===== src/rtl/core/assert_macros.svh =====
// Assertion macros shared by the dither RTL.
// Uses the clk_i and rst_ni names of the including module; empty when SYNTH is set.
`ifndef ASSERT_MACROS_SVH
`define ASSERT_MACROS_SVH
`ifndef SYNTH
`define GEDD_ASSERT(lbl, prop, msg) \
  lbl: assert property (@(posedge clk_i) disable iff (!rst_ni) (prop)) else $error(msg);
`define GEDD_ASSERT_NEXT(lbl, ante, cons, msg) \
  lbl: assert property (@(posedge clk_i) disable iff (!rst_ni) (ante) |=> (cons)) else $error(msg);
`else
`define GEDD_ASSERT(lbl, prop, msg)
`define GEDD_ASSERT_NEXT(lbl, ante, cons, msg)
`endif
`endif


===== src/rtl/core/gedd_pkg.sv =====
// Types, constants and helper functions of the grey error-diffusion dither.
// No dependencies; used by every module of the block.
`timescale 1ns / 1ps
`default_nettype none

package gedd_pkg;

  // Frame geometry
  localparam int MaxWidth   = 1024;
  localparam int MaxHeight  = 4096;
  localparam int ColW       = $clog2(MaxWidth);
  localparam int RowCntW    = $clog2(MaxHeight);

  // Configuration registers
  localparam int WidthRegW  = 11;
  localparam int HeightRegW = 13;
  localparam int CfgDataW   = HeightRegW;
  localparam int RegIdxW    = 1;

  typedef enum logic [RegIdxW-1:0] {
    RegImageWidth  = 1'b0,
    RegImageHeight = 1'b1
  } reg_idx_e;

  localparam logic [WidthRegW-1:0]  ResetWidth  = 11'd256;
  localparam logic [HeightRegW-1:0] ResetHeight = 13'd256;

  // Pixel arithmetic
  localparam int PixW       = 8;
  localparam int SumW       = 10;
  localparam int Div3ProdW  = 20;
  localparam int Div3Mul    = 683;  // floor(s * 683 / 2048) == floor(s / 3) for s <= 765
  localparam int Div3Shift  = 11;
  localparam int LevelW     = 4;
  localparam int QErrW      = 4;
  localparam logic [PixW-1:0] GreyMax = 8'hFF;

  // Error shares, weights over 16
  localparam int WgtW = 3;
  localparam logic [WgtW-1:0] WgtRight     = 3'd7;
  localparam logic [WgtW-1:0] WgtDown      = 3'd5;
  localparam logic [WgtW-1:0] WgtDownLeft  = 3'd3;

  // Carry store: rows of lanes, one valid bit per row
  localparam int LaneW      = 3;
  localparam int LaneCnt    = 8;
  localparam int LaneSelW   = $clog2(LaneCnt);
  localparam int RowCnt     = MaxWidth / LaneCnt;
  localparam int RowAddrW   = ColW - LaneSelW;

  // Queues
  localparam int FqDepth    = 4;
  localparam int FqPtrW     = $clog2(FqDepth);
  localparam int FqCntW     = FqPtrW + 1;
  localparam int OqDepth    = 2;
  localparam int OqPtrW     = $clog2(OqDepth);
  localparam int OqCntW     = OqPtrW + 1;

  typedef logic [LaneCnt-1:0][LaneW-1:0] lanes_t;

  typedef struct packed {
    logic [PixW-1:0] grey;
    logic [PixW-1:0] alpha;
    logic [ColW-1:0] col;
    logic            last_col;
    logic            last_row;
  } pix_t;

  typedef struct packed {
    logic [PixW-1:0]   dithered_grey;
    logic [LevelW-1:0] level;
    logic [PixW-1:0]   alpha;
    logic              frame_end;
  } res_t;

  typedef struct packed {
    logic             en;
    logic [ColW-1:0]  col;
    logic [LaneW-1:0] data;
  } store_wr_t;

  // Truncated share err * wgt / 16
  function automatic logic [LaneW-1:0] err_share(input logic [QErrW-1:0] err,
                                                 input logic [WgtW-1:0]  wgt);
    logic [QErrW+WgtW-1:0] prod;
    prod = {{WgtW{1'b0}}, err} * {{QErrW{1'b0}}, wgt};
    return prod[QErrW +: LaneW];
  endfunction

endpackage

`default_nettype wire


===== src/rtl/core/gedd_front.sv =====
// Front end: configuration registers, frame position counters, grey conversion,
// and the request queue toward the back end. Depends on gedd_pkg.
`timescale 1ns / 1ps
`default_nettype none

module gedd_front (
  input  wire logic                              clk_i,
  input  wire logic                              rst_ni,
  input  wire logic                              cfg_we_i,
  input  wire logic [gedd_pkg::RegIdxW-1:0]      cfg_idx_i,
  input  wire logic [gedd_pkg::CfgDataW-1:0]     cfg_data_i,
  input  wire logic                              push,
  output logic                                   full,
  input  wire logic [gedd_pkg::PixW-1:0]         red_i,
  input  wire logic [gedd_pkg::PixW-1:0]         green_i,
  input  wire logic [gedd_pkg::PixW-1:0]         blue_i,
  input  wire logic [gedd_pkg::PixW-1:0]         alpha_i,
  output gedd_pkg::pix_t                         head_o,
  output logic                                   head_valid_o,
  input  wire logic                              head_pop_i
);

  logic [gedd_pkg::WidthRegW-1:0]  width_q;
  logic [gedd_pkg::HeightRegW-1:0] height_q;
  logic [gedd_pkg::ColW-1:0]       col_q, col_d;
  logic [gedd_pkg::RowCntW-1:0]    row_q, row_d;
  logic [gedd_pkg::ColW-1:0]       last_col_idx, col;
  logic [gedd_pkg::RowCntW-1:0]    last_row_idx;
  logic [gedd_pkg::SumW-1:0]       sum;
  logic [gedd_pkg::Div3ProdW-1:0]  prod;
  gedd_pkg::pix_t                  pix;
  logic                            accept;

  gedd_pkg::pix_t                  fq_q [gedd_pkg::FqDepth];
  logic [gedd_pkg::FqPtrW-1:0]     fq_wr_q, fq_rd_q;
  logic [gedd_pkg::FqCntW-1:0]     fq_cnt_q, fq_cnt_d;

  always_ff @(posedge clk_i or negedge rst_ni) begin
    if (!rst_ni) begin
      width_q  <= gedd_pkg::ResetWidth;
      height_q <= gedd_pkg::ResetHeight;
    end else if (cfg_we_i) begin
      if (cfg_idx_i == gedd_pkg::RegImageWidth) begin
        width_q <= cfg_data_i[gedd_pkg::WidthRegW-1:0];
      end else begin
        height_q <= cfg_data_i[gedd_pkg::HeightRegW-1:0];
      end
    end
  end

  // Clamp the geometry to the supported range.
  always_comb begin
    if (width_q == '0) begin
      last_col_idx = '0;
    end else if (32'(width_q) > gedd_pkg::MaxWidth) begin
      last_col_idx = gedd_pkg::ColW'(gedd_pkg::MaxWidth - 1);
    end else begin
      last_col_idx = gedd_pkg::ColW'(width_q - 1'b1);
    end
    if (height_q == '0) begin
      last_row_idx = '0;
    end else if (32'(height_q) > gedd_pkg::MaxHeight) begin
      last_row_idx = gedd_pkg::RowCntW'(gedd_pkg::MaxHeight - 1);
    end else begin
      last_row_idx = gedd_pkg::RowCntW'(height_q - 1'b1);
    end
  end

  assign col = (col_q > last_col_idx) ? last_col_idx : col_q;

  // Divide by three with a reciprocal multiply.
  assign sum  = gedd_pkg::SumW'(red_i) + gedd_pkg::SumW'(green_i) + gedd_pkg::SumW'(blue_i);
  assign prod = gedd_pkg::Div3ProdW'(sum) * gedd_pkg::Div3ProdW'(gedd_pkg::Div3Mul);

  always_comb begin
    pix.grey     = prod[gedd_pkg::Div3Shift +: gedd_pkg::PixW];
    pix.alpha    = alpha_i;
    pix.col      = col;
    pix.last_col = (col == last_col_idx);
    pix.last_row = (row_q >= last_row_idx);
  end

  assign full   = (fq_cnt_q == gedd_pkg::FqCntW'(gedd_pkg::FqDepth));
  assign accept = push && !full;

  always_comb begin
    col_d = col_q;
    row_d = row_q;
    if (accept) begin
      if (pix.last_col && pix.last_row) begin
        col_d = '0;
        row_d = '0;
      end else if (pix.last_col) begin
        col_d = '0;
        row_d = gedd_pkg::RowCntW'(row_q + 1'b1);
      end else begin
        col_d = gedd_pkg::ColW'(col + 1'b1);
      end
    end
  end

  always_comb begin
    fq_cnt_d = fq_cnt_q;
    if (accept && !head_pop_i) begin
      fq_cnt_d = gedd_pkg::FqCntW'(fq_cnt_q + 1'b1);
    end else if (!accept && head_pop_i) begin
      fq_cnt_d = gedd_pkg::FqCntW'(fq_cnt_q - 1'b1);
    end
  end

  always_ff @(posedge clk_i or negedge rst_ni) begin
    if (!rst_ni) begin
      col_q    <= '0;
      row_q    <= '0;
      fq_wr_q  <= '0;
      fq_rd_q  <= '0;
      fq_cnt_q <= '0;
    end else begin
      col_q    <= col_d;
      row_q    <= row_d;
      fq_cnt_q <= fq_cnt_d;
      if (accept) begin
        fq_wr_q <= gedd_pkg::FqPtrW'(fq_wr_q + 1'b1);
      end
      if (head_pop_i) begin
        fq_rd_q <= gedd_pkg::FqPtrW'(fq_rd_q + 1'b1);
      end
    end
  end

  always_ff @(posedge clk_i) begin
    if (accept) begin
      fq_q[fq_wr_q] <= pix;
    end
  end

  assign head_o       = fq_q[fq_rd_q];
  assign head_valid_o = (fq_cnt_q != '0);

endmodule

`default_nettype wire


===== config.mk =====
export PLATFORM = sky130hd
export DESIGN_NAME = gedd_front
export DESIGN_NICKNAME = d
export VERILOG_FILES = /design/src/rtl/core/assert_macros.svh /design/src/rtl/core/gedd_pkg.sv /design/src/rtl/core/gedd_front.sv
export SDC_FILE = /design/constraint.sdc
export NUM_CORES = 1
export LEC_CHECK = 0
export ABC_AREA = 1
export BUFFER_PORTS_ARGS = -buffer_cell sky130_fd_sc_hd__buf_2
export CAP_MARGIN = 20
export CORE_AREA = 2 2 190 192
export CTS_CLUSTER_SIZE = 40
export DETAILED_ROUTE_END_ITERATION = 12
export DIE_AREA = 0 0 192 194
export GPL_TIMING_DRIVEN = 1
export PLACE_DENSITY = 0.41
export SYNTH_ARGS = -nofsm -noshare
export SYNTH_HDL_FRONTEND = slang
export SYNTH_SLANG_ARGS = --single-unit
export TNS_END_PERCENT = 5

===== constraint.sdc =====
create_clock -name clk_i -period 7.4 [get_ports clk_i]
set_input_delay 1.48 -clock clk_i [delete_from_list [all_inputs] [get_ports clk_i]]
set_output_delay 1.48 -clock clk_i [all_outputs]
set_load 0.05 [all_outputs]

Word-level counts from Yosys, hierarchy flattened. Memories as Yosys holds them, arrays and structs flattened. Cells that the tools add are included. W data, S select, Z words.

Mux-type cells: 13. Bitwise operators: 1. Reductions and logical operators: 15. Multiply operators: 1. Eq/ne operators: 2. $lt $le $gt $ge: 4. Add/sub/neg operators: 10.

Operators with widths (number): $mux W10 (5); $mux W12 (4); $mul A10 B10 Y19 const B (1); $gt A13 B13 Y1 const B (1); $logic_not A13 Y1 (1); $add A12 B1 Y12 const B (1); $ge A12 B12 Y1 (1); $sub A12 B1 Y12 const B (1); $gt A11 B11 Y1 const B (1); $logic_not A11 Y1 (1); $add A10 B1 Y10 const B (1); $add A9 B8 Y10 (1); $eq A10 B10 Y1 (1); $gt A10 B10 Y1 (1); $sub A10 B1 Y10 const B (1); $add A8 B8 Y9 (1); $mux W3 (2); $reduce_and A2 Y1 (3); $add A2 B1 Y2 const B (2); $logic_and A1 B1 Y1 (4); $reduce_bool A2 Y1 (2); $add A3 B1 Y3 const B (1); $eq A3 B3 Y1 const B (1); $logic_not A1 Y1 (3); other kinds (4) (5).

Output and inout port bits: 30. Input bits: 51. Memories: 1. Logic and storage cells: 54. Memory bits (writable): 112. Register bits after elaboration: 53.

Memory list: fq_q (words 4, bits a word 28, rd ports 1, clocked after Yosys merged registers in 0, wr ports 1, line gedd_front.sv:34) `gedd_pkg::pix_t fq_q [gedd_pkg::FqDepth];`.

Logic depth before layout (Yosys ltp).
Depth in word-level cells: 9. Depth in mapped cells: 30. Gate-level depth less buffers: 29.

Worst setup path before layout. OpenSTA, ideal clock, no wires.

Path type: input -> register. From: in red_i[1] (netlist bit). To: mem fq_q[0][26] (netlist bit), data pin. Path buffers: 0. Data arrival time: 6832 ps. Stages: 24. Required time: 7220 ps. Path slack: 388 ps. Library setup time: 180 ps. Cell sequence: inv_1 -> fa_1 -> inv_1 -> ha_1 -> fa_1 -> nand3_1 -> nand2_1 -> a21oi_1 -> o21bai_1 -> xor2_1 -> inv_1 -> ha_1 -> ha_1 -> fa_1 -> fa_1 -> inv_1 -> fa_1 -> inv_1 -> ha_1 -> nand4_1 -> o41ai_1 -> nand3_1 -> nand2_1 -> xor2_1.

RTL lines: start, declared (line gedd_front.sv:14) `input wire logic [gedd_pkg::PixW-1:0] red_i,`; end, declared (line gedd_front.sv:34).

==> impl_metrics.py <==
metrics = {
    "die": {
        "core_area_um2": 35200,
        "die-area_um2": 37200,
        "die_height_um": 194,
        "rows": 69,
        "die_w_um": 192,
        "io-pin-count": 81,
        "start_util_pct": 29.7,
    },
    "timing": {
        "fin_crit_sh_pct": 93.3,
        "hold_viol_final": 0,
        "tightest_slew_ps": 895,
        "finalSetupViolCount": 0,
        "slew_headroom_pct": 40.3,
        "final_max_slew_viol_count": 0,
        "period_needed_ps": 6900,
        "setup_tns_ps": 0,
        "rsz0062_at_grt": "no",
        "fmaxAchievable_mhz": 145,
        "finalWorstSetupSlack_ps": 497,
        "skew_ps": 10.6,
    },
    "grt": {
        "grt_use_met2_pct": 20.7,
        "grt_util_all_layers_pct": 13.3,
        "grt_use_met1_pct": 18.9,
        "grt_busiest_layer": "met2",
        "grt_overflow": 0,
        "grtUsageMet3_pct": 2.57,
        "grt_first_pass_wirelength_mm": 38.8,
        "grt_max_degree": 59,
        "antenna_found_initial": 0,
        "grt_pass1_vias": 7336,
    },
    "routing": {
        "drc": 0,
        "wl_per_cell_um": 14.0,
        "dr.pass1.iters": 6,
        "ant_nets": 0,
        "num_vias": 7426,
        "drt_iter0_markers": 403,
        "via_per_inst": 4.42,
        "drt_wl_total_mm": 23.6,
    },
    "outcome": {
        "status": "finished, final reports clean",
    },
    "logic_synthesis": {
        "synth_top_family_by_area": "adder cells",
        "postSynthCellCount": 1122,
        "yosys.area.top_type": "edfxtp_1",
        "synth_simple_gate_area_share_pct": 17.4,
        "yosysSeqAreaShare_pct": 44.9,
        "netlist_top_cells_area": "edfxtp_1, dfrtp_1, ha_1, nand2_1, fa_1",
        "synth_area_um2": 10500,
        "syn_area_per_cell_um2": 9.32,
        "ys_seq_elements": 165,
        "synth_xor_area_share_pct": 3.18,
        "synth_fp_nets": 1300,
        "synth.top_cell.area_share_pct": 32.1,
        "yosys_warnings": 0,
        "synth_adder_area_share_pct": 17.4,
        "synth_compound_area_share_pct": 10.3,
        "synthMuxAreaShare_pct": 0.108,
        "synth_cell_types": 42,
    },
    "finish": {
        "final_common_cell": "nand2_1",
        "final_cells": 1679,
        "drive_gt1_share_pct": 14.2,
        "area_growth_pct": 15.1,
        "diodes": 0,
        "nets": 1383,
        "layout_common_cells": "nand2_1, inv_1, edfxtp_1",
    },
    "clock_network": {
        "clockRootBuffer": "clkbuf_16",
        "worstSkewPairLatency_ps": 440,
        "cts_made_buffers": 17,
        "cts_tree": "built",
        "postCtsSetupRepairBufs": 0,
        "cts-resized-gates": 0,
        "postCtsHoldBufs": 0,
        "htreeDepth": 4,
        "cts_buffer_depth": 2,
        "clk_transition_reported_paths_ps": 70,
        "clock-sinks": 165,
    },
    "placement": {
        "place_inst": 1646,
        "io_buffers": 80,
        "gp_congestion": 0.767,
        "place_ws_ps": 20.2,
        "dp_hpwl_mm": 16.9,
    },
    "min_path": {
        "hold_class": "register to register",
        "holdPathStages": 2,
    },
    "worst_setup_path": {
        "ff2ff_path_depth": 25,
        "worstPathArrival_ps": 7150,
        "crit_fanout": 4,
        "end_kind": "register",
        "worstSetupPathType": "input port to register",
        "worstPathRequired_ps": 7650,
        "worstSetupStartpointType": "input port",
    },
    "job": {
        "cap_violations": 0,
    },
}
[worst max-delay path, stage by stage]
cell and delay (ps):
buf_2 70, inv_1 40, fa_1 520, inv_1 40, ha_1 210, fa_1 410, nand3_1 90, nand2_1 80
a21oi_1 140, o21bai_1 100, xor2_1 190, inv_1 80, ha_1 320, ha_1 320, fa_1 500, fa_1 550
inv_1 50, fa_1 530, inv_1 40, ha_1 320, nand4_1 100, o41ai_1 370, buf_4 190, nand3_1 60
nand2_1 80, xor2_1 260
[per-stage QoR]
stage | utilization, % | hold WS (ps) | area [um2]
floorplan | - | 471 | 10500
global placement | 32.4 | 493 | 11400
detailed placement | 32.4 | 495 | 11400
CTS | 34.1 | 506 | 12000
global route | 34.2 | 535 | 12000
finish | 34.2 | 503 | 12000
[synthesized netlist by cell type]
cell / number
nor2_2: 8
o21bai_1: 6
nor2_1: 106
a41oi_1: 1
a21oi_1: 35
ha_1: 96
o21ai_0: 102
nor4_1: 3
nand2_4: 1
fa_1: 31
o31ai_1: 3
nand3_2: 5
o211ai_1: 1
o22ai_1: 28
nand3b_1: 3
nor3_1: 4
o21ai_2: 3
nand2_2: 11
or2_2: 1
xor2_1: 27
buf_6: 3
xnor2_1: 11
inv_2: 3
nand3_1: 36
a21o_1: 4
buf_2: 4
edfxtp_1: 112
dfstp_2: 2
o21ai_1: 2
mux2_2: 1
a221oi_1: 1
o21ai_4: 1
o41ai_1: 1
o2111ai_1: 1
nand4_1: 22
nand2_1: 214
nor2_4: 3
a31oi_1: 4
dfrtp_1: 51
clkbuf_1: 25
inv_1: 145
nand4_4: 1
[kinds of logic (layout without fill, tap and decap cells)]
group	Yosys count	count (layout)
muxes	1	1
xor gates and xnor gates	38	38
adders and majority gates	127	127
AOI/OAI and AO/OA	193	193
DFF	165	165
and+or+nand+nor	418	418
buffers and inverters	180	276
[layout make-up]
type	instances	area, um2
Tap cell	461	577
Multi-Input combinational cell	777	5080
Fill cell	3700	23200
Clock inverter	15	183
Inverter	148	556
Clock buffer	17	425
Sequential cell	165	4690
Timing Repair Buffer	96	528
[path summary, 6_finish.rpt]
check / start / to / slack [ps]
setup reg to reg: width_q[0] / col_q[8] / 3040
max in group asynchronous: rst_ni / fq_rd_q[0] / 5690
hold reg to reg: height_q[8] / height_q[8] / 500
min in group asynchronous: rst_ni / height_q[1] / 1170
setup / recovery: red_i[1] / fq_q[3][26] / 500
hold / removal: height_q[8] / height_q[8] / 500
[flip-flops by register name, indices dropped and copies added, names as in the netlist]
signal,count
col_q,10
fq_cnt_q,3
fq_q,112
fq_rd_q,2
fq_wr_q,2
height_q,13
row_q,12
width_q,11
[routing by layer]
metal / vias to the layer above / share of wire (%)
li1: 3938 / -
met1: 3384 / 52
met2: 91 / 44
met3: 13 / 3.1
met4: 0 / 1.1
met5: - / 0
Power is not shown: default switching activity piles up to over one toggle a cycle in this logic, so the estimate is an artifact.
