===== config.mk =====
export PLATFORM = sky130hd
export DESIGN_NAME = gedd_back
export DESIGN_NICKNAME = d
export VERILOG_FILES = /design/src/rtl/core/gedd_pkg.sv /design/src/rtl/core/gedd_carry_store.sv /design/src/rtl/core/gedd_back.sv
export VERILOG_INCLUDE_DIRS = /design/src /design/src/rtl/core
export SDC_FILE = /design/constraint.sdc
export NUM_CORES = 2
export LEC_CHECK = 0
export BUFFER_PORTS_ARGS = -buffer_cell sky130_fd_sc_hd__buf_2
export CORE_MARGIN = 4
export CORE_UTILIZATION = 45
export DETAILED_ROUTE_END_ITERATION = 8
export GPL_ROUTABILITY_DRIVEN = 1
export PLACE_DENSITY_LB_ADDON = 0.12
export REMOVE_ABC_BUFFERS = 1
export SYNTH_ARGS = -nofsm -noshare
export SYNTH_HDL_FRONTEND = slang
export SYNTH_SLANG_ARGS = --single-unit

===== constraint.sdc =====
create_clock -name clk_i -period 10.9 [get_ports clk_i]
set_input_delay 1.09 -clock clk_i [delete_from_list [all_inputs] [get_ports clk_i]]
set_output_delay 1.09 -clock clk_i [all_outputs]
set_load 0.005 [all_outputs]

===== src/rtl/core/assert_macros.svh =====
// Assertion macros shared by the dither RTL.
// Uses the clk_i and rst_ni names of the including module; empty when SYNTH is set.
`ifndef ASSERT_MACROS_SVH
`define ASSERT_MACROS_SVH
`ifndef SYNTH
`define GEDD_ASSERT(lbl, prop, msg) \
  lbl: assert property (@(posedge clk_i) disable iff (!rst_ni) (prop)) else $error(msg);
`define GEDD_ASSERT_NEXT(lbl, ante, cons, msg) \
  lbl: assert property (@(posedge clk_i) disable iff (!rst_ni) (ante) |=> (cons)) else $error(msg);
`else
`define GEDD_ASSERT(lbl, prop, msg)
`define GEDD_ASSERT_NEXT(lbl, ante, cons, msg)
`endif
`endif


===== src/rtl/core/gedd_pkg.sv =====
// Types, constants and helper functions of the grey error-diffusion dither.
// No dependencies; used by every module of the block.
`timescale 1ns / 1ps
`default_nettype none

package gedd_pkg;

  // Frame geometry
  localparam int MaxWidth   = 1024;
  localparam int MaxHeight  = 4096;
  localparam int ColW       = $clog2(MaxWidth);
  localparam int RowCntW    = $clog2(MaxHeight);

  // Configuration registers
  localparam int WidthRegW  = 11;
  localparam int HeightRegW = 13;
  localparam int CfgDataW   = HeightRegW;
  localparam int RegIdxW    = 1;

  typedef enum logic [RegIdxW-1:0] {
    RegImageWidth  = 1'b0,
    RegImageHeight = 1'b1
  } reg_idx_e;

  localparam logic [WidthRegW-1:0]  ResetWidth  = 11'd256;
  localparam logic [HeightRegW-1:0] ResetHeight = 13'd256;

  // Pixel arithmetic
  localparam int PixW       = 8;
  localparam int SumW       = 10;
  localparam int Div3ProdW  = 20;
  localparam int Div3Mul    = 683;  // floor(s * 683 / 2048) == floor(s / 3) for s <= 765
  localparam int Div3Shift  = 11;
  localparam int LevelW     = 4;
  localparam int QErrW      = 4;
  localparam logic [PixW-1:0] GreyMax = 8'hFF;

  // Error shares, weights over 16
  localparam int WgtW = 3;
  localparam logic [WgtW-1:0] WgtRight     = 3'd7;
  localparam logic [WgtW-1:0] WgtDown      = 3'd5;
  localparam logic [WgtW-1:0] WgtDownLeft  = 3'd3;

  // Carry store: rows of lanes, one valid bit per row
  localparam int LaneW      = 3;
  localparam int LaneCnt    = 8;
  localparam int LaneSelW   = $clog2(LaneCnt);
  localparam int RowCnt     = MaxWidth / LaneCnt;
  localparam int RowAddrW   = ColW - LaneSelW;

  // Queues
  localparam int FqDepth    = 4;
  localparam int FqPtrW     = $clog2(FqDepth);
  localparam int FqCntW     = FqPtrW + 1;
  localparam int OqDepth    = 2;
  localparam int OqPtrW     = $clog2(OqDepth);
  localparam int OqCntW     = OqPtrW + 1;

  typedef logic [LaneCnt-1:0][LaneW-1:0] lanes_t;

  typedef struct packed {
    logic [PixW-1:0] grey;
    logic [PixW-1:0] alpha;
    logic [ColW-1:0] col;
    logic            last_col;
    logic            last_row;
  } pix_t;

  typedef struct packed {
    logic [PixW-1:0]   dithered_grey;
    logic [LevelW-1:0] level;
    logic [PixW-1:0]   alpha;
    logic              frame_end;
  } res_t;

  typedef struct packed {
    logic             en;
    logic [ColW-1:0]  col;
    logic [LaneW-1:0] data;
  } store_wr_t;

  // Truncated share err * wgt / 16
  function automatic logic [LaneW-1:0] err_share(input logic [QErrW-1:0] err,
                                                 input logic [WgtW-1:0]  wgt);
    logic [QErrW+WgtW-1:0] prod;
    prod = {{WgtW{1'b0}}, err} * {{QErrW{1'b0}}, wgt};
    return prod[QErrW +: LaneW];
  endfunction

endpackage

`default_nettype wire


===== src/rtl/core/gedd_carry_store.sv =====
// Per-column carry store for the next row: lane-enable RAM with one valid bit per row.
// Depends on gedd_pkg.
`timescale 1ns / 1ps
`default_nettype none

module gedd_carry_store (
  input  wire logic                        clk_i,
  input  wire logic                        rst_ni,
  input  wire logic                        rd_en_i,
  input  wire logic [gedd_pkg::ColW-1:0]   rd_col_i,
  input  wire gedd_pkg::store_wr_t         wr_i,
  input  wire logic                        clear_i,
  output gedd_pkg::lanes_t                 rd_lanes_o,
  output logic                             rd_valid_o
);

  gedd_pkg::lanes_t                  mem_q [gedd_pkg::RowCnt];
  gedd_pkg::lanes_t                  rd_q;
  logic [gedd_pkg::RowCnt-1:0]       row_valid_q;
  logic                              rd_valid_q;
  logic [gedd_pkg::RowAddrW-1:0]     wr_row;
  logic [gedd_pkg::LaneSelW-1:0]     wr_lane;
  logic [gedd_pkg::RowAddrW-1:0]     rd_row;

  assign wr_row  = wr_i.col[gedd_pkg::ColW-1:gedd_pkg::LaneSelW];
  assign wr_lane = wr_i.col[gedd_pkg::LaneSelW-1:0];
  assign rd_row  = rd_col_i[gedd_pkg::ColW-1:gedd_pkg::LaneSelW];

  // A write into an invalid row zero-fills the other lanes.
  always_ff @(posedge clk_i) begin
    if (wr_i.en) begin
      for (int l = 0; l < gedd_pkg::LaneCnt; l++) begin
        if (!row_valid_q[wr_row] || (gedd_pkg::LaneSelW'(l) == wr_lane)) begin
          mem_q[wr_row][l] <= (gedd_pkg::LaneSelW'(l) == wr_lane) ? wr_i.data : '0;
        end
      end
    end
    if (rd_en_i) begin
      rd_q <= mem_q[rd_row];
    end
  end

  always_ff @(posedge clk_i or negedge rst_ni) begin
    if (!rst_ni) begin
      row_valid_q <= '0;
      rd_valid_q  <= 1'b0;
    end else begin
      if (clear_i) begin
        row_valid_q <= '0;
      end else if (wr_i.en) begin
        row_valid_q[wr_row] <= 1'b1;
      end
      if (rd_en_i) begin
        rd_valid_q <= row_valid_q[rd_row] && !clear_i;
      end
    end
  end

  assign rd_lanes_o = rd_q;
  assign rd_valid_o = rd_valid_q;

endmodule

`default_nettype wire


===== src/rtl/core/gedd_back.sv =====
// Back end: carry lookup, quantization, error spreading and the result queue.
// Depends on gedd_pkg, gedd_carry_store and assert_macros.svh.
`timescale 1ns / 1ps
`default_nettype none
`include "assert_macros.svh"

module gedd_back (
  input  wire logic                        clk_i,
  input  wire logic                        rst_ni,
  input  wire gedd_pkg::pix_t              head_i,
  input  wire logic                        head_valid_i,
  output logic                             head_pop_o,
  output logic                             empty,
  input  wire logic                        pop,
  output gedd_pkg::res_t                   res_o
);

  gedd_pkg::pix_t                   s2_q;
  logic                             s2_v_q;
  logic                             s2_fire, load;
  gedd_pkg::lanes_t                 rd_lanes;
  logic                             rd_valid;
  logic                             ovr_v_q;
  logic [gedd_pkg::LaneW-1:0]       ovr_d_q;
  logic                             def_v_q;
  logic [gedd_pkg::ColW-1:0]        def_col_q;
  logic [gedd_pkg::LaneW-1:0]       def_data_q;
  gedd_pkg::store_wr_t              wr_a, wr;
  logic                             clear;
  logic [gedd_pkg::LaneW-1:0]       right_q, pend_q;
  logic [gedd_pkg::LaneW-1:0]       below;
  logic [gedd_pkg::PixW:0]          total;
  logic [gedd_pkg::PixW-1:0]        v;
  logic [gedd_pkg::QErrW-1:0]       err;
  gedd_pkg::res_t                   res;

  gedd_pkg::res_t                   oq_q [gedd_pkg::OqDepth];
  logic [gedd_pkg::OqPtrW-1:0]      oq_wr_q, oq_rd_q;
  logic [gedd_pkg::OqCntW-1:0]      oq_cnt_q;
  logic                             oq_pop;

  assign s2_fire    = s2_v_q && (oq_cnt_q != gedd_pkg::OqCntW'(gedd_pkg::OqDepth));
  assign load       = head_valid_i && (!s2_v_q || s2_fire);
  assign head_pop_o = load;

  gedd_carry_store u_store (
    .clk_i      (clk_i),
    .rst_ni     (rst_ni),
    .rd_en_i    (load),
    .rd_col_i   (head_i.col),
    .wr_i       (wr),
    .clear_i    (clear),
    .rd_lanes_o (rd_lanes),
    .rd_valid_o (rd_valid)
  );

  // Newest write wins: pending deferred write, then snooped write, then RAM.
  always_comb begin
    priority if (def_v_q && (def_col_q == s2_q.col)) begin
      below = def_data_q;
    end else if (ovr_v_q) begin
      below = ovr_d_q;
    end else if (rd_valid) begin
      below = rd_lanes[s2_q.col[gedd_pkg::LaneSelW-1:0]];
    end else begin
      below = '0;
    end
  end

  assign total = (gedd_pkg::PixW+1)'(s2_q.grey) + (gedd_pkg::PixW+1)'(right_q)
               + (gedd_pkg::PixW+1)'(below);
  assign v     = (total > (gedd_pkg::PixW+1)'(gedd_pkg::GreyMax)) ? gedd_pkg::GreyMax
                                                                 : total[gedd_pkg::PixW-1:0];
  assign err   = v[gedd_pkg::QErrW-1:0];

  always_comb begin
    res.dithered_grey = {v[gedd_pkg::PixW-1:gedd_pkg::QErrW], {gedd_pkg::QErrW{1'b0}}};
    res.level         = v[gedd_pkg::PixW-1:gedd_pkg::QErrW];
    res.alpha         = s2_q.alpha;
    res.frame_end     = s2_q.last_col && s2_q.last_row;
  end

  // Lower-left share joins the previous pixel's downward share.
  always_comb begin
    wr_a.en   = s2_fire && !s2_q.last_row && (s2_q.col != '0);
    wr_a.col  = gedd_pkg::ColW'(s2_q.col - 1'b1);
    wr_a.data = gedd_pkg::LaneW'(pend_q + gedd_pkg::err_share(err, gedd_pkg::WgtDownLeft));
    if (def_v_q) begin
      wr.en   = 1'b1;
      wr.col  = def_col_q;
      wr.data = def_data_q;
    end else begin
      wr = wr_a;
    end
  end

  assign clear = s2_fire && s2_q.last_col && s2_q.last_row;

  always_ff @(posedge clk_i or negedge rst_ni) begin
    if (!rst_ni) begin
      s2_v_q  <= 1'b0;
      ovr_v_q <= 1'b0;
      def_v_q <= 1'b0;
      right_q <= '0;
      pend_q  <= '0;
    end else begin
      if (load) begin
        s2_v_q <= 1'b1;
      end else if (s2_fire) begin
        s2_v_q <= 1'b0;
      end
      if (load) begin
        ovr_v_q <= wr.en && (wr.col == head_i.col) && !clear;
      end else if (wr.en && (wr.col == s2_q.col)) begin
        ovr_v_q <= 1'b1;
      end
      // Defer the last-column write to the next cycle; the next pixel is column zero.
      def_v_q <= s2_fire && s2_q.last_col && !s2_q.last_row;
      if (s2_fire) begin
        right_q <= s2_q.last_col ? '0 : gedd_pkg::err_share(err, gedd_pkg::WgtRight);
        if (s2_q.last_col) begin
          pend_q <= '0;
        end else if (!s2_q.last_row) begin
          pend_q <= gedd_pkg::err_share(err, gedd_pkg::WgtDown);
        end
      end
    end
  end

  always_ff @(posedge clk_i) begin
    if (load) begin
      s2_q    <= head_i;
      ovr_d_q <= wr.data;
    end else if (wr.en && (wr.col == s2_q.col)) begin
      ovr_d_q <= wr.data;
    end
    def_col_q  <= s2_q.col;
    def_data_q <= gedd_pkg::err_share(err, gedd_pkg::WgtDown);
    if (s2_fire) begin
      oq_q[oq_wr_q] <= res;
    end
  end

  assign empty  = (oq_cnt_q == '0);
  assign oq_pop = pop && !empty;

  always_ff @(posedge clk_i or negedge rst_ni) begin
    if (!rst_ni) begin
      oq_wr_q  <= '0;
      oq_rd_q  <= '0;
      oq_cnt_q <= '0;
    end else begin
      if (s2_fire) begin
        oq_wr_q <= gedd_pkg::OqPtrW'(oq_wr_q + 1'b1);
      end
      if (oq_pop) begin
        oq_rd_q <= gedd_pkg::OqPtrW'(oq_rd_q + 1'b1);
      end
      if (s2_fire && !oq_pop) begin
        oq_cnt_q <= gedd_pkg::OqCntW'(oq_cnt_q + 1'b1);
      end else if (!s2_fire && oq_pop) begin
        oq_cnt_q <= gedd_pkg::OqCntW'(oq_cnt_q - 1'b1);
      end
    end
  end

  assign res_o = oq_q[oq_rd_q];

  `GEDD_ASSERT(a_single_write, !(def_v_q && wr_a.en), "deferred and in-row store writes collide")
  `GEDD_ASSERT(a_oq_bound, oq_cnt_q <= gedd_pkg::OqCntW'(gedd_pkg::OqDepth), "result queue overrun")
  `GEDD_ASSERT_NEXT(a_row_end_carry, s2_fire && s2_q.last_col, right_q == '0, "right carry crosses row")
  `GEDD_ASSERT_NEXT(a_def_after_last, s2_fire && s2_q.last_col && !s2_q.last_row, def_v_q, "missing last-column store write")

endmodule

`default_nettype wire


After elaboration in Yosys (flattened, before gate mapping). Memory sizes are Yosys's and may differ from the RTL's. A register that Yosys moved wholly into a read port is not among the register bits. Cells that the tools add are included.

Add/subtract/negate cells: 8. Multipliers: 3. Order comparisons: 5. Equality and inequality tests: 12. Muxes and demuxes: 60. Bitwise operators: 1. Reductions and logical operators: 41.

Operator list (number): 2-to-1 mux 128 bit (2); OR 128 bit (1); 2-to-1 mux 3 bit (17); 2-to-1 mux 1 bit (33); == test 10 bit (3); logical AND 1 bit (17); < comparator 7 x 8 -> 1 bit (second input constant) (2); binary-select mux 1 bit (select 7 bit) (2); multiplier 4 x 3 -> 7 bit (second input constant) (2); 2-to-1 mux 14 bit (1); == test 3 bit (first input constant) (4); nonzero test 10 bit (1); subtractor 10 x 1 -> 10 bit (second input constant) (1); adder 8 x 3 -> 9 bit (1); adder 9 x 3 -> 9 bit (1); binary-select mux 3 bit (select 3 bit) (1); > comparator 9 x 8 -> 1 bit (second input constant) (1); logical OR 1 bit (9); 2-to-1 mux 8 bit (1); nonzero test 2 bit (4); demux 1 bit (select 7 bit) (1); >= comparator 7 x 1 -> 1 bit (second input constant) (1); zero test 1 bit (7); == test 2 x 3 -> 1 bit (first input constant) (2); other kinds (13) (15).

Register bits: 186. RAM bits: 3106. Input bits: 32. Output and inout port bits: 23. Memories kept: 2.

Memories: u_store.mem_q (words 128, width 24, rd ports 1, clocked after Yosys merged registers in 1, wr ports 1, line gedd_carry_store.sv:17) `gedd_pkg::lanes_t mem_q [gedd_pkg::RowCnt];`; oq_q (words 2, width 17, rd ports 1, clocked after Yosys merged registers in 0, wr ports 1, line gedd_back.sv:37) `gedd_pkg::res_t oq_q [gedd_pkg::OqDepth];`.

Logic depth before layout (Yosys ltp).
Depth after elaboration: 18. Gate-level depth with buffers: 27.

Cells and area by module. Synthesis repeated with hierarchy kept, for this count alone.

Cell total of the unflattened synthesis: 7051. Area total of the unflattened synthesis: 137330.5 µm².

Modules (own cells, without submodules): gedd_carry_store (instances 1, cells an instance 6663, area each 132778.6 µm²); gedd_back (instances 1, cells an instance 388, area each 4551.9 µm²).

Worst setup path after synthesis. No wires, ideal clock.

Path kind: register -> register. Start point: reg s2_q[2] in the netlist's numbering. End point: mem u_store.mem_q[0][11] in the netlist's numbering, data pin. Arrival: 8.377 ns. Required time: 10.102 ns. Setup slack: 1.726 ns. Stages on the path, launching flop included: 26. Cells stage by stage: edfxtp_1 buf_1 mux4_2 mux2_2 a22oi_1 nand2_1 o21ai_0 fa_1 inv_1 ha_1 a21o_1 a21oi_1 nor3b_1 or2_2 clkbuf_1 ha_1 a31oi_1 a32oi_1 o221ai_1 ha_1 inv_1 fa_1 xor2_1 nand2_1 o21ai_1 nor2_1.

Longest elaborated chain between the ends: 12. Elaborated cells on any way between the ends: 16. Those cells by class: add/sub (3); mul (1); order compare (1); eq/ne (2); mux (8); reduce/logical (1).

RTL lines: start, declared (line gedd_back.sv:18) `gedd_pkg::pix_t s2_q;`; start signal, assigned (line gedd_back.sv:132) `s2_q <= head_i;`; binary-select mux 3 bit (select 3 bit) (line gedd_back.sv:64) `below = rd_lanes[s2_q.col[gedd_pkg::LaneSelW-1:0]];`; 2-to-1 mux 3 bit (not written as such) (line gedd_back.sv:64); 2-to-1 mux 3 bit (line gedd_back.sv:63) `end else if (rd_valid) begin`; 2-to-1 mux 3 bit (line gedd_back.sv:61) `end else if (ovr_v_q) begin`; 2-to-1 mux 3 bit (line gedd_back.sv:59) `priority if (def_v_q && (def_col_q == s2_q.col)) begin`; adder 9 x 3 -> 9 bit (line gedd_back.sv:71) `+ (gedd_pkg::PixW+1)'(below);`; > comparator 9 x 8 -> 1 bit (line gedd_back.sv:72) `assign v = (total > (gedd_pkg::PixW+1)'(gedd_pkg::GreyMax)) ? gedd_pkg::GreyMax`; 2-to-1 mux 8 bit (line gedd_back.sv:72); multiplier 4 x 2 -> 6 bit (line gedd_pkg.sv:86) `prod = {{WgtW{1'b0}}, err} * {{QErrW{1'b0}}, wgt};`; adder 3 x 2 -> 3 bit (line gedd_back.sv:87) `wr_a.data = gedd_pkg::LaneW'(pend_q + gedd_pkg::err_share(err, gedd_pkg::WgtDownLeft));`; 2-to-1 mux 14 bit * (line gedd_back.sv:88) `if (def_v_q) begin`; 2-to-1 mux 3 bit * (line gedd_carry_store.sv:34) `mem_q[wr_row][l] <= (gedd_pkg::LaneSelW'(l) == wr_lane) ? wr_i.data : '0;`; end, declared (line gedd_carry_store.sv:17).

Mark *: on every way between the ends. The rest lies on a longest branch, timed or not. The select of a mux whose other input is x is not followed.

Final worst setup path.
Start point: reg s2_q[2] in the netlist's numbering. End point: mem u_store.mem_q[120][16] in the netlist's numbering, data pin.

Same word-level chain as after synthesis.

==> run metrics <==
vias in the first global route 69590; Layout Nets 7013; min-delay worst type in2async; maximum clock frequency 0.1262 GHz; Routed Antenna Nets 0; Crit Path Class reg2reg; Setup WS post-layout 2.977 ns; placed cell area 139100 um^2; Compound-Gate Fraction of Synth Area 0.01329; Synth top area share 0.7097; XOR/XNOR share of the synthesized area 0.002954; clock power share 0.357; Pins Over Slew Limit 0; global placement routability congestion 0.8739; number of setup buffers added after CTS 0; Vias per Instance 6.152; Ports 55; Num CTS Buffers 343; Syn Area/Cell 19.69 um^2; reg2reg start s2_q[2]$_DFFE_PP_; register area share after synthesis 0.7382; global-route usage over all layers 0.2482; Cell variety after synth 68; GR Overflow Total 0; die area 305300 um^2; pre-CTS setup slack 3.066 ns; Iter 0 DRT Violations 9268; Rel. slew slack 0.1559; largest family of logic cells by synthesized area multiplexers; Port Buffers 50; worst skew pair latency ~0.88 ns; Yosys warning count 0; simple-gate share of the synthesized area 0.04197; reg2reg path depth 25; setup TNS 0 ns; Switching Share 0.2778; Die H approximately 550 um; Final setup viols 0; CTS clock-pin slew for the worst setup and hold paths 0.06 ns; first-pass GRT wire length 539800 um; Power Internal roughly 23 mW; Worst-Margin Slew 1.263 ns; Detailed Routing Iterations Pass 1 6; highest metal used met5; arrival time at the worst endpoint 8.46 ns; post-cts gate resize count 0; num rows 199; post-synth top area cell edfxtp_1; Fin Hold WS ~0.13 ns; routed len/inst between 30 and 40 um; Tmin final 7.923 ns; layout cells sized above 1 0.2677; number of synthesized flops with an enable pin 3153; type of destination of the critical path register; Max VDD drop 259.9 uV; Final Instance Area 150000 um^2; Syn Inst Count 6775; Pwr Total 32.02 mW; max_cap viols 0; P_sw just under 9 mW; ys flop type edfxtp_1; sequential share of power 0.483; CTS tree built; via count 68690; Die Wd 552.5 um; clk root buf clkbuf_16; Comb pwr share 0.159; asr flop ratio synth 0.04293; Power Density 213.5 nW/um^2; final wirelength 381700 um; met3 WL 35090 um; CTS sink count about 3300; WP data required 11.44 ns; number of hold buffers added after CTS 0; Post-Synthesis Cell Area 133400 um^2; main area contributors after synthesis edfxtp_1 (71%), mux4_2 (18%), nor2_1 (3.2%), dfrtp_1 (2.7%), clkbuf_1 (0.65%); Post-Synth Adder-Cell Area 0.002119; H-tree Lvls 5; area delta synth->final 12.40%; Fin. Hold Viols 0; mux cell area share after synthesis 0.1844; r2r endpoint u_store.mem_q[120][16]$_DFFE_PP_; CP Launch Type register; status completed; DRT met1 WL 154100 um; DPL Wire Length 237700 um; leakage approximately 48 nW; core area 294600 um^2; Clock Skew 0.03281 ns; RSZ-0062 raised after global routing false; fin crit share 0.7269; largest net degree at the start of global routing 130; Max clock buf depth 4; # fillers approximately 23000; met2 WL around 180000 um; DRC 0; initial antenna violation count 45; Crit Path Max Fanout 65; synthesized flop and latch total roughly 3300; reg2reg setup slack 2.98 ns; Starting Density 0.4529
[Yosys cell counts (6+ instances only)]
master / number
edfxtp_1: 3153
nor2_1: 1145
mux4_2: 1057
clkbuf_1: 232
nand2_1: 189
a21oi_1: 145
dfrtp_1: 142
buf_2: 119
inv_1: 111
buf_1: 86
mux2_2: 41
mux2i_1: 33
o211ai_1: 32
xnor2_1: 28
nand3_1: 20
nor3_1: 18
o21ai_0: 17
xor2_1: 17
a31oi_1: 15
a211oi_1: 13
dfxtp_1: 13
ha_1: 13
buf_4: 9
nand2b_1: 9
and2_1: 8
nor2b_1: 7
nor4_1: 7
o31a_1: 7
fa_1: 6
[worst max path at each step]
stage | from | end | slack (ns) | depth (start not counted)
6_report | s2_q[2]$_DFFE_PP_ | u_store.mem_q[120][16]$_DFFE_PP_ | 2.98 | 25
5_1_grt | s2_q[2]$_DFFE_PP_ | u_store.mem_q[111][8]$_DFFE_PP_ | 2.47 | 26
4_1_cts | s2_q[2]$_DFFE_PP_ | u_store.mem_q[83][16]$_DFFE_PP_ | 3.00 | 25
3_5_place_dp | s2_q[2]$_DFFE_PP_ | u_store.mem_q[125][16]$_DFFE_PP_ | 3.07 | 25
3_3_place_gp | s2_q[2]$_DFFE_PP_ | u_store.mem_q[64][8]$_DFFE_PP_ | 3.10 | 26
2_1_floorplan | s2_q[2]$_DFFE_PP_ | u_store.mem_q[0][0]$_DFFE_PP_ | -1.95 | 9
[sequential cells by signal (all words and copies together) (netlist names)]
signal,cells
oq_wr_q,1
right_q,3
u_store.rd_lanes_o,24
u_store.row_valid_q,128
def_col_q,10
pend_q,3
u_store.rd_valid_o,1
u_store.mem_q,3072
oq_rd_q,1
res,8
ovr_d_q,3
s2_v_q,1
oq_cnt_q,2
def_v_q,1
def_data_q,3
oq_q,26
s2_q,20
ovr_v_q,1
[power by group through the flow]
stage / sequential [mW] / clock [mW] / combinational, mW
final: 15.5 / 11.4 / 5.10
after global routing: 15.5 / 12.2 / 5.46
after CTS: 15.5 / 11.6 / 5.13
after detailed placement: 15.7 / 0 / 5.12
after global placement: 15.7 / 0 / 5.06
after floorplan: 15.9 / 0 / 2.51
[placed cells by master, fill, tap and decap left out, drive strengths merged, types with 119 or more instances in the layout]
master / Yosys / layout
edfxtp: 3153 / 3153
nor2: 1145 / 1145
mux4: 1057 / 1057
clkbuf: 232 / 429
buf: 214 / 285
nand2: 189 / 189
a21oi: 145 / 145
clkinv: 0 / 145
dfrtp: 142 / 142
inv: 111 / 119
[worst max-delay path, stage by stage (launching register included)]
cell      delay, ns
edfxtp_1       0.79
mux4_2         0.58
mux2_2         0.30
a22oi_1        0.15
nand2_1        0.08
o21ai_0        0.13
fa_1           0.47
inv_1          0.11
ha_1           0.24
a21o_1         0.18
a21oi_1        0.31
nor3b_1        0.19
or2_2          0.39
ha_1           0.35
a31oi_1        0.27
a32oi_1        0.11
o221ai_1       0.25
ha_1           0.19
inv_1          0.05
fa_1           0.48
nand2_1        0.10
o21ai_2        0.06
buf_4          0.23
nor2_4         0.12
buf_4          0.56
buf_4          0.69
[metal layers]
layer	track usage	up-vias
li1	-	27690
met5	0	-
met4	0.06666	6
met2	0.3890	3311
met1	0.3561	37090
met3	0.05358	591
[cells by family after synthesis]
logic type	after synthesis
xor+xnor	45
compound gates	284
flops	3308
buf+inv	557
fa+ha+maj	19
other cells	1
simple gates	1430
mux	1131
[final cells by class]
type	count	area, um^2	share of cell area
antenna	14	35.03	0.0002336
inverter	111	416.7	0.002778
sequential	3308	98490	0.6568
tap	3919	4903	0.03270
timing repair buffer	285	2171	0.01448
clock inverter	185	1674	0.01116
multi-input combinational	2913	33110	0.2208
clock buffer	429	9155	0.06105
[stage by stage]
stage,instances,util
floorplan,6332,-
global placement,10540,0.4722
detailed placement,10540,0.4722
CTS,11150,0.5090
global route,11160,0.5090
finish,11160,0.5091
Power figures use the tool's default switching activity.
